### src/hdl/abvs_pkg.sv
// shared types and constants for the audio byte volume scaler
package abvs_pkg;

    localparam int unsigned SampleW = 16;
    localparam int unsigned StepW   = 4;
    localparam int unsigned RecipW  = 20;

    // ceil(2^22 / 5), exact quotient for any 18-bit dividend
    localparam logic [RecipW-1:0] RECIP_FIVE = 20'd838861;

    localparam logic [1:0] CFG_SIXTEEN_BIT = 2'd0;
    localparam logic [1:0] CFG_VOLUME_LVL  = 2'd1;
    localparam logic [1:0] CFG_VOLUME_MAX  = 2'd2;
    localparam logic [1:0] CFG_VOLUME_MIN  = 2'd3;

    localparam logic [StepW-1:0] UNITY_EDGE = 4'd4;

    // classified sample handed from front to back
    typedef struct packed {
        logic [SampleW-1:0] sample;
        logic               mode16;
        logic               up;
        logic               err;
        logic [StepW-1:0]   gain;
    } t_item;

endpackage

### src/hdl/abvs_front.sv
// front end: config registers, byte pairing and volume rule classification
module abvs_front (
    input  logic                i_clk,
    input  logic                i_rst_n,
    input  logic                i_cfg_we,
    input  logic [1:0]          i_cfg_addr,
    input  logic [3:0]          i_cfg_data,
    input  logic                i_accept,
    input  logic [7:0]          i_byte,
    output logic                o_push,
    output abvs_pkg::t_item     o_item
);

    logic       r_mode16;
    logic [3:0] r_level;
    logic [3:0] r_max;
    logic [3:0] r_min;
    logic [7:0] r_held;
    logic       r_pending;
    logic       n_pending;
    logic       up;
    logic       down;

    always_ff @(posedge i_clk) begin
        if (!i_rst_n) begin
            r_mode16 <= 1'b1;
            r_level  <= 4'd5;
            r_max    <= 4'd9;
            r_min    <= 4'd0;
        end else if (i_cfg_we) begin
            case (i_cfg_addr)
                abvs_pkg::CFG_SIXTEEN_BIT: r_mode16 <= i_cfg_data[0];
                abvs_pkg::CFG_VOLUME_LVL:  r_level  <= i_cfg_data;
                abvs_pkg::CFG_VOLUME_MAX:  r_max    <= i_cfg_data;
                abvs_pkg::CFG_VOLUME_MIN:  r_min    <= i_cfg_data;
                default: ;
            endcase
        end
    end

    assign up   = (r_level > abvs_pkg::UNITY_EDGE) && (r_level <= r_max);
    assign down = (r_level <= abvs_pkg::UNITY_EDGE) && (r_level > r_min);

    // in 16-bit mode first byte of a pair is held, second completes the sample
    always_comb begin
        n_pending = r_pending;
        o_push    = 1'b0;
        if (i_accept) begin
            if (r_mode16 && !r_pending) begin
                n_pending = 1'b1;
            end else begin
                n_pending = 1'b0;
                o_push    = 1'b1;
            end
        end
    end

    always_ff @(posedge i_clk) begin
        if (!i_rst_n) begin
            r_pending <= 1'b0;
            r_held    <= 8'd0;
        end else begin
            r_pending <= n_pending;
            if (i_accept && r_mode16 && !r_pending) begin
                r_held <= i_byte;
            end
        end
    end

    always_comb begin
        o_item.sample = r_mode16 ? {i_byte, r_held} : {8'd0, i_byte};
        o_item.mode16 = r_mode16;
        o_item.up     = up;
        o_item.err    = !up && !down;
        o_item.gain   = up ? (r_level - abvs_pkg::UNITY_EDGE) : r_level;
    end

endmodule

### src/hdl/abvs_queue.sv
// small fifo of classified samples between front and back
module abvs_queue #(
    parameter int unsigned DEPTH = 4
) (
    input  logic            i_clk,
    input  logic            i_rst_n,
    input  logic            i_push,
    input  abvs_pkg::t_item i_item,
    output logic            o_full,
    input  logic            i_pop,
    output logic            o_valid,
    output abvs_pkg::t_item o_item
);

    localparam int unsigned PtrW = (DEPTH > 1) ? $clog2(DEPTH) : 1;
    localparam int unsigned CntW = $clog2(DEPTH + 1);

    abvs_pkg::t_item r_mem [DEPTH];
    logic [PtrW-1:0] r_wr;
    logic [PtrW-1:0] r_rd;
    logic [CntW-1:0] r_count;
    logic            do_push;
    logic            do_pop;

    assign o_full  = (r_count == CntW'(DEPTH));
    assign o_valid = (r_count != '0);
    assign o_item  = r_mem[r_rd];
    assign do_push = i_push && !o_full;
    assign do_pop  = i_pop && o_valid;

    always_ff @(posedge i_clk) begin
        if (do_push) begin
            r_mem[r_wr] <= i_item;
        end
    end

    always_ff @(posedge i_clk) begin
        if (!i_rst_n) begin
            r_wr    <= '0;
            r_rd    <= '0;
            r_count <= '0;
        end else begin
            if (do_push) begin
                r_wr <= (r_wr == PtrW'(DEPTH - 1)) ? '0 : r_wr + 1'b1;
            end
            if (do_pop) begin
                r_rd <= (r_rd == PtrW'(DEPTH - 1)) ? '0 : r_rd + 1'b1;
            end
            case ({do_push, do_pop})
                2'b10:   r_count <= r_count + 1'b1;
                2'b01:   r_count <= r_count - 1'b1;
                default: r_count <= r_count;
            endcase
        end
    end

endmodule

### src/hdl/abvs_back.sv
// back end: three stage scaling pipeline ending in the output register
module abvs_back (
    input  logic            i_clk,
    input  logic            i_rst_n,
    input  logic            i_valid,
    input  abvs_pkg::t_item i_item,
    output logic            o_pop,
    output logic            o_valid,
    input  logic            i_ready,
    output logic [15:0]     o_sample,
    output logic            o_err
);

    logic        en;
    logic        neg;
    logic [16:0] mag;

    logic        r1_valid;
    logic [20:0] r1_prod;
    logic        r1_neg;
    logic        r1_mode16;
    logic        r1_up;
    logic        r1_err;

    logic        r2_valid;
    logic [20:0] r2_prod;
    logic [15:0] r2_quot;
    logic        r2_neg;
    logic        r2_mode16;
    logic        r2_up;
    logic        r2_err;

    logic [17:0] div_in;
    logic [37:0] div_prod;
    logic        up_sat16n;
    logic        up_sat16p;
    logic        up_sat8;
    logic [15:0] res16;
    logic [6:0]  t7;
    logic [15:0] wide8;
    logic [15:0] res8;
    logic [15:0] n_sample;

    logic        r_valid;
    logic [15:0] r_sample;
    logic        r_err;

    assign en    = !r_valid || i_ready;
    assign o_pop = en;

    // magnitude of the sample in either mode
    always_comb begin
        if (i_item.mode16) begin
            neg = i_item.sample[15];
            mag = neg ? (17'h10000 - {1'b0, i_item.sample}) : {1'b0, i_item.sample};
        end else begin
            neg = !i_item.sample[7];
            mag = neg ? (17'h00080 - {9'd0, i_item.sample[7:0]})
                      : {10'd0, i_item.sample[6:0]};
        end
    end

    always_ff @(posedge i_clk) begin
        if (en) begin
            r1_prod   <= {4'd0, mag} * {17'd0, i_item.gain};
            r1_neg    <= neg;
            r1_mode16 <= i_item.mode16;
            r1_up     <= i_item.up;
            r1_err    <= i_item.err;
        end
    end

    // (p + 4) / 5 by reciprocal multiply
    assign div_in   = r1_prod[17:0] + 18'd4;
    assign div_prod = {20'd0, div_in} * {18'd0, abvs_pkg::RECIP_FIVE};

    always_ff @(posedge i_clk) begin
        if (en) begin
            r2_prod   <= r1_prod;
            r2_quot   <= div_prod[37:22];
            r2_neg    <= r1_neg;
            r2_mode16 <= r1_mode16;
            r2_up     <= r1_up;
            r2_err    <= r1_err;
        end
    end

    always_comb begin
        up_sat16n = (r2_prod > 21'h08000);
        up_sat16p = (r2_prod > 21'h07fff);
        up_sat8   = (r2_prod > 21'h0007f);
        if (r2_up) begin
            if (r2_neg) begin
                res16 = up_sat16n ? 16'h8000 : (~r2_prod[15:0] + 16'd1);
            end else begin
                res16 = up_sat16p ? 16'h7fff : r2_prod[15:0];
            end
        end else begin
            res16 = r2_neg ? (~r2_quot + 16'd1) : r2_quot;
        end
        if (r2_up) begin
            t7 = up_sat8 ? 7'h7f : r2_prod[6:0];
        end else begin
            t7 = r2_quot[6:0];
        end
        // times 258 as two shifts
        wide8 = {1'b0, t7, 8'd0} + {8'd0, t7, 1'b0};
        if (r2_neg) begin
            res8 = (r2_up && up_sat8) ? 16'h8000 : (~wide8 + 16'd1);
        end else begin
            res8 = wide8;
        end
        if (r2_err) begin
            n_sample = 16'd0;
        end else begin
            n_sample = r2_mode16 ? res16 : res8;
        end
    end

    always_ff @(posedge i_clk) begin
        if (en) begin
            r_sample <= n_sample;
            r_err    <= r2_err;
        end
    end

    always_ff @(posedge i_clk) begin
        if (!i_rst_n) begin
            r1_valid <= 1'b0;
            r2_valid <= 1'b0;
            r_valid  <= 1'b0;
        end else if (en) begin
            r1_valid <= i_valid;
            r2_valid <= r1_valid;
            r_valid  <= r2_valid;
        end
    end

    assign o_valid  = r_valid;
    assign o_sample = r_sample;
    assign o_err    = r_err;

endmodule

### src/hdl/audio_byte_volume_scaler_top.sv
// top level of the audio byte volume scaler
// a completing byte's word passes the sample fifo, scaling registers r1 and r2 and
//   the output register; throughput: one byte per cycle while the fifo has room;
//   a word every cycle in 8-bit mode, every second byte in 16-bit mode
// the sample fifo lets the front take bytes while the output stalls, until it fills
// reset: synchronous active low; config to defaults, fifo emptied, held byte dropped
module audio_byte_volume_scaler_top #(
    parameter int unsigned QUEUE_DEPTH = 4
) (
    input  logic        i_clk,
    input  logic        i_rst_n,
    // config write port
    input  logic        i_cfg_we,
    input  logic [1:0]  i_cfg_addr,
    input  logic [3:0]  i_cfg_data,
    // byte input
    input  logic        i_s_tvalid,
    output logic        o_s_tready,
    input  logic [7:0]  i_s_tdata,   // [7:0] data_byte
    // word output
    output logic        o_m_tvalid,
    input  logic        i_m_tready,
    output logic [15:0] o_m_tdata,   // [15:0] sample_word
    output logic        o_m_tuser    // [0] volume_error
);

    logic            accept;
    logic            push;
    logic            full;
    abvs_pkg::t_item front_item;
    logic            q_valid;
    logic            q_pop;
    abvs_pkg::t_item q_item;

    // accept a byte whenever the fifo has room
    assign o_s_tready = !full;
    assign accept     = i_s_tvalid && o_s_tready;

    // pairing, config and classification
    abvs_front u_front (
        .i_clk      (i_clk),
        .i_rst_n    (i_rst_n),
        .i_cfg_we   (i_cfg_we),
        .i_cfg_addr (i_cfg_addr),
        .i_cfg_data (i_cfg_data),
        .i_accept   (accept),
        .i_byte     (i_s_tdata),
        .o_push     (push),
        .o_item     (front_item)
    );

    // decoupling fifo between front and back
    abvs_queue #(
        .DEPTH (QUEUE_DEPTH)
    ) u_queue (
        .i_clk   (i_clk),
        .i_rst_n (i_rst_n),
        .i_push  (push),
        .i_item  (front_item),
        .o_full  (full),
        .i_pop   (q_pop),
        .o_valid (q_valid),
        .o_item  (q_item)
    );

    // scaling pipeline and output register
    abvs_back u_back (
        .i_clk    (i_clk),
        .i_rst_n  (i_rst_n),
        .i_valid  (q_valid),
        .i_item   (q_item),
        .o_pop    (q_pop),
        .o_valid  (o_m_tvalid),
        .i_ready  (i_m_tready),
        .o_sample (o_m_tdata),
        .o_err    (o_m_tuser)
    );

endmodule

### config.mk
export PLATFORM = sky130hd
export DESIGN_NAME = audio_byte_volume_scaler_top
export DESIGN_NICKNAME = d
export VERILOG_FILES = /design/src/hdl/abvs_pkg.sv /design/src/hdl/abvs_front.sv /design/src/hdl/abvs_queue.sv /design/src/hdl/abvs_back.sv /design/src/hdl/audio_byte_volume_scaler_top.sv
export SDC_FILE = /design/constraint.sdc
export NUM_CORES = 1
export LEC_CHECK = 0
export ABC_AREA = 1
export BUFFER_PORTS_ARGS = -buffer_cell sky130_fd_sc_hd__buf_2
export CAP_MARGIN = 20
export CELL_PAD_IN_SITES_DETAIL_PLACEMENT = 1
export CELL_PAD_IN_SITES_GLOBAL_PLACEMENT = 2
export CORE_MARGIN = 2
export CORE_UTILIZATION = 44
export DETAILED_ROUTE_END_ITERATION = 10
export PLACE_DENSITY = 0.89
export SYNTH_ARGS = -nofsm -noshare
export SYNTH_HDL_FRONTEND = slang
export SYNTH_SLANG_ARGS = --single-unit
### constraint.sdc
create_clock -name i_clk -period 16.1 [get_ports i_clk]
set_clock_uncertainty 0.05 [all_clocks]
set_input_delay 1.61 -clock i_clk [delete_from_list [all_inputs] [get_ports i_clk]]
set_output_delay 1.61 -clock i_clk [all_outputs]
set_load 0.02 [all_outputs]
== Yosys cells after proc, flatten, opt, wreduce, memory -nomap -nowiden ==
Memory sizes are Yosys's and may differ from the RTL's. A register that Yosys moved wholly into a read port is not among the register bits.
Index checks and enable logic that the tools add are counted.
Word-level totals
  register bits after elaboration: 115
  RAM bits: 92
  input port bits: 19
  output and inout port bits: 19
  word-level logic and storage cells: 108
  memories kept: 1
Operators by class
  $add $sub $neg: 12
  multipliers: 2
  $lt $le $gt $ge: 7
  equality and inequality tests: 8
  muxes and demuxes: 26
  bitwise operators: 3
  reduce and logical (&&, ||, !) cells: 24
Memory list
  u_queue.r_mem: depth 4, width 23, read ports 1, clocked after memory_dff 1, write ports 1, line abvs_queue.sv:18  | abvs_pkg::t_item r_mem [DEPTH];
Operators by type and width (count)
  two-way mux 16 bit: 9
  two-way mux 17 bit: 3
  adder 16 x 1 -> 16 bit, second input constant: 3
  NOT 16 bit: 3
  multiplier 18 x 20 -> 38 bit, second input constant: 1
  > comparator 21 x 15 -> 1 bit, second input constant: 1
  > comparator 21 x 16 -> 1 bit, second input constant: 1
  > comparator 21 x 7 -> 1 bit, second input constant: 1
  multiplier 17 x 4 -> 21 bit: 1
  adder 18 x 3 -> 18 bit, second input constant: 1
  subtractor 17 x 16 -> 17 bit, first input constant: 1
  adder 15 x 8 -> 16 bit: 1
  two-way mux 7 bit: 2
  equality test 2 bit, second input constant: 5
  logical AND 1 bit: 10
  subtractor 8 x 8 -> 9 bit, first input constant: 1
  two-way mux 2 bit: 4
  AND reduction 2 bit: 4
  zero test 1 bit: 6
  two-way mux 1 bit: 6
  one-hot mux 3 bit (2 select lines): 1
  adder 2 x 1 -> 2 bit, second input constant: 2
  equality test 2 x 1 -> 1 bit, second input constant: 2
  > comparator 4 x 3 -> 1 bit, second input constant: 1
  other kinds (12): 12

== Logic depth before layout (Yosys ltp) ==
  depth after elaboration: 9
  depth in mapped cells: 35
  depth with buffers taken out: 35

== Hierarchy ==
A second synthesis with hierarchy kept.
Unflattened totals
  cell total of the unflattened synthesis: 2122
  area, all modules: 18465.2 sq um
By module, submodules not included
  abvs_back: instances 1, cells an instance 1637, area each 12922.4 sq um, sequential area each 2552.4 sq um
  abvs_queue: instances 1, cells an instance 292, area each 4239.1 sq um, sequential area each 2942.8 sq um
  abvs_front: instances 1, cells an instance 190, area each 1290.0 sq um, sequential area each 440.4 sq um
  audio_byte_volume_scaler_top: instances 1, cells an instance 3, area each 13.8 sq um, sequential area each 0.0 sq um

== Least setup slack after synthesis ==
Ideal clock, no wire load.
  path type: reg-to-reg
  start point: reg u_back.r1_prod[2]
  end point: reg u_back.r2_quot[4], data pin
  library setup time: 0.258 ns
  arrival: 5.827 ns
  data required time: 15.792 ns
  slack: 9.965 ns
  stages on the path, launching flop included: 31
  buffers on the path: 0
  clock period less this slack: 6.135 ns
  cells stage by stage: edfxtp_1 ha_1 nand2_1 nor2_1 nand3_1 inv_1 nand4_1 nand2_1 inv_1 ha_1 inv_1 ha_1 nand2_1 a21oi_1 nor2_1 inv_1 fa_1 inv_1 fa_1 fa_1 fa_1 inv_1 ha_1 nand2_1 inv_1 nand2_1 nor3_1 nand3_1 o21ai_0 a21oi_1 xnor2_1
On the way
  longest elaborated chain between the ends: 2
RTL lines
  from (decl): line abvs_back.sv:19  | logic [20:0] r1_prod;
  from (signal assigned): line abvs_back.sv:65  | r1_prod <= {4'd0, mag} * {17'd0, i_item.gain};
  adder 18 x 3 -> 18 bit: line abvs_back.sv:74  | assign div_in = r1_prod[17:0] + 18'd4;
  multiplier 18 x 20 -> 38 bit: line abvs_back.sv:75  | assign div_prod = {20'd0, div_in} * {18'd0, abvs_pkg::RECIP_FIVE};
  named net u_back.div_prod[26]: line abvs_back.sv:34  | logic [37:0] div_prod;
  to (signal assigned): line abvs_back.sv:80  | r2_quot <= div_prod[37:22];
  to (decl): line abvs_back.sv:27  | logic [15:0] r2_quot;
The timed path passes the listed nets, and every way through them passes these cells.
A chain may end at the register's enable or synchronous reset.

== Worst setup path in the final report ==
Same ends and word-level chain as after synthesis.

==> impl_metrics.py <==
metrics = {
    "global_routing": {
        "antenna_found_initial": 0,
        "grt_first_pass_wirelength_mm": 82.4,
        "grtUsageTotal_pct": 24.7,
        "grt_pass1_vias": 15400,
        "globalRoute.totalOverflow": 0,
        "grt_max_degree": 72,
    },
    "clock_tree": {
        "numCtsBuffers": 25,
        "postCtsHoldBufs": 0,
        "post-cts-setup-buffer-count": 0,
        "h-tree-depth": 1,
        "cts_resized": 0,
        "numClockSinks": 209,
        "clock-root-buffer": "clkbuf_16",
        "clockBufferDepth": 3,
        "clkTransAtPathRegs_ns": 0.06,
        "cts_tree": "done",
        "clk_latency_ns": 0.56,
    },
    "synthesis": {
        "yosysWarnings": 0,
        "ys_async_sr_fraction_pct": 0,
        "synth_cell_types": 60,
        "ys_dominant_reg_cell": "edfxtp_1",
        "synth_top_area_share_pct": 29.1,
        "yosys_register_bits": 209,
        "mappedNetlistArea_um2": 18000,
        "synth.area.top_cells": "edfxtp_1, fa_1, ha_1, inv_1, nand2_1",
        "syn_inst": 2107,
        "yosysTopAreaCell": "edfxtp_1",
        "synth.most_common_cell": "inv_1",
        "synth_edf_count": 175,
        "netlist_top_cells_count": "inv_1, nand2_1, nor2_1, ha_1, edfxtp_1",
        "ys_seq_area_share_pct": 32.9,
        "syn_area_per_cell_um2": 8.56,
    },
    "floorplanning": {
        "die_w_um": 206,
        "die_h_um": 206,
        "rows": 74,
        "core-area_um2": 40600,
        "die_area_um2": 42600,
        "initial_utilization_pct": 44.4,
        "ios": 38,
    },
    "critical_path": {
        "cp-startpoint": "u_back.r1_prod[2]",
        "cp.required_ns": 16.35,
        "crit_path_start_kind": "register",
        "path_max_fanout": 5,
        "cp_common_cell": "inv_1",
        "ff2ff_setup_slack_ns": 9.06,
        "endpoint": "u_back.r2_quot[4]",
        "cp.arrival_ns": 7.29,
        "r2r-start": "u_back.r1_prod[2]",
        "r2r_end": "u_back.r2_quot[4]",
        "path_class": "register to register",
        "end_kind": "register",
        "r2r_cells": 29,
        "cp_slowest_cell": "fa_1",
        "slowest_delay_ns": 0.55,
    },
    "cells_and_area": {
        "fill_cells": 4837,
        "nNetsFinal": 2458,
        "n_antenna_cell": 0,
        "drive_gt1_share_pct": 6.67,
        "multi_input_area_um2": 10300,
        "syn_to_final_growth_pct": 8.33,
        "layout.area.seq_um2": 5940,
    },
    "timing": {
        "fin_crit_ns": 7.04,
        "rsz0062_at_grt": "false",
        "tightest_slew_ns": 1.00,
        "fmax_mhz": 142,
        "setup_viol": 0,
        "relSlewSlack_pct": 33.1,
        "post-route-period-util_pct": 43.7,
        "finalMaxSlewViolations": 0,
        "hold_viol": 0,
        "fin_setup_tns_ns": 0,
    },
    "placement": {
        "gp_congestion": 0.911,
        "hpwl_mm": 40.0,
        "io_buffers": 37,
    },
    "run": {
        "drv_cap": 0,
    },
    "detailed_routing": {
        "wl_mm": 50.3,
        "routed_via_density": 5.33,
        "first_pass_iters": 4,
        "drcViolationCount": 0,
        "dr.first_iter.drc_count": 727,
        "routedWlPerCell_um": 18.7,
        "vias": 14400,
        "ant_nets": 0,
    },
    "outcome": {
        "status": "finished, final reports clean",
    },
    "min_path": {
        "hold_path.class": "register to register",
    },
}
==> cell usage in the layout (no fill, tap or decap), types with 4 or more instances in the layout <==
| master | n |
|---|---|
| o211ai_1 | 10 |
| fa_1 | 121 |
| clkbuf_16 | 25 |
| buf_2 | 37 |
| dfxtp_1 | 34 |
| a21o_1 | 5 |
| clkinv_1 | 5 |
| buf_4 | 9 |
| nor3_1 | 22 |
| clkbuf_1 | 7 |
| inv_1 | 407 |
| o21ai_0 | 104 |
| nand2_1 | 375 |
| inv_2 | 8 |
| o21ai_1 | 13 |
| nand4_1 | 37 |
| edfxtp_1 | 175 |
| o31ai_1 | 4 |
| clkinv_2 | 5 |
| or2_2 | 16 |
| ha_1 | 176 |
| conb_1 | 4 |
| nor2_1 | 175 |
| xnor2_1 | 16 |
| nand3_1 | 101 |
| a21oi_1 | 131 |
| a31oi_1 | 6 |
| nor2_2 | 10 |
| a32oi_2 | 4 |
| nand2_2 | 8 |
| nand3_2 | 6 |
| xor2_1 | 55 |
==> per-stage QoR <==
step	worst slack, ns	utilization [%]	hold slack (ns)	cells	cell area, um2
floorplan	9.96	-	0.350	2110	18000
global placement	9.49	46.1	0.353	2647	18700
detailed placement	9.13	46.1	0.363	2647	18700
CTS	9.09	48.1	0.378	2692	19500
global route	8.48	48.1	0.383	2692	19500
finish	9.06	48.1	0.374	2692	19500
==> critical path: cells and delay by family (launching register included) <==
| kind | cells | cell delay [ns] |
|---|---|---|
| xor+xnor | 2 | 0.52 |
| flops | 1 | 0.44 |
| buf+inv | 8 | 0.61 |
| fa+ha+maj | 8 | 3.29 |
| simple gates | 9 | 1.35 |
| compound gates | 2 | 0.52 |
==> area by class of cell <==
class / count / share of cell area (%)
Sequential cell: 209 / 30.4
Tap cell: 532 / 3.41
Multi-Input combinational cell: 1442 / 52.8
Timing Repair Buffer: 46 / 1.29
Clock buffer: 33 / 3.41
Clock inverter: 12 / 0.653
Inverter: 418 / 8.04
==> worst min-delay path by stage <==
stage                       startpoint            endpoint  slack, ns  cells past startpoint
finish                   u_back.r1_neg       u_back.r2_neg       0.37                      0
global route        u_back.r1_prod[20]  u_back.r2_prod[20]       0.38                      0
CTS                 u_back.r1_prod[20]  u_back.r2_prod[20]       0.38                      0
detailed placement  u_back.r1_prod[20]  u_back.r2_prod[20]       0.36                      0
global placement    u_back.r1_prod[20]  u_back.r2_prod[20]       0.35                      0
floorplan                u_back.r1_err       u_back.r2_err       0.35                      0
==> flip-flops by register name (all words and copies together) (netlist names), 2 cells and up, named ones only <==
signal	count
u_queue.r_count	3
u_back.o_sample	16
u_back.r2_prod	21
u_back.r2_quot	16
u_front.r_held	8
u_queue.r_rd	2
u_queue.r_wr	2
u_back.r1_prod	21
u_queue.r_mem	92
u_front.r_level	4
u_front.r_min	4
u_front.r_max	4
==> cells by family after synthesis <==
kind of cell	Yosys count	share of synthesized area, %
AND/OR/NAND/NOR	765	18.3
other	1	0.0208
buffers and inverters	459	9.99
flip-flops	209	32.9
adder cells (fa/ha/maj)	297	25.7
XOR/XNOR	72	3.54
multiplexers	1	0.0555
AO/OA/AOI/OAI	303	9.50
==> routing by layer <==
layer,GRT usage (%),up-vias,routed length [um]
met4,4.95,0,773
li1,-,6925,-
met2,42.1,214,24000
met3,2.70,52,1880
met1,33.9,7166,23700
met5,0,-,0
Power is not shown: default switching activity piles up to over one toggle a cycle in this logic, so the estimate is an artifact.
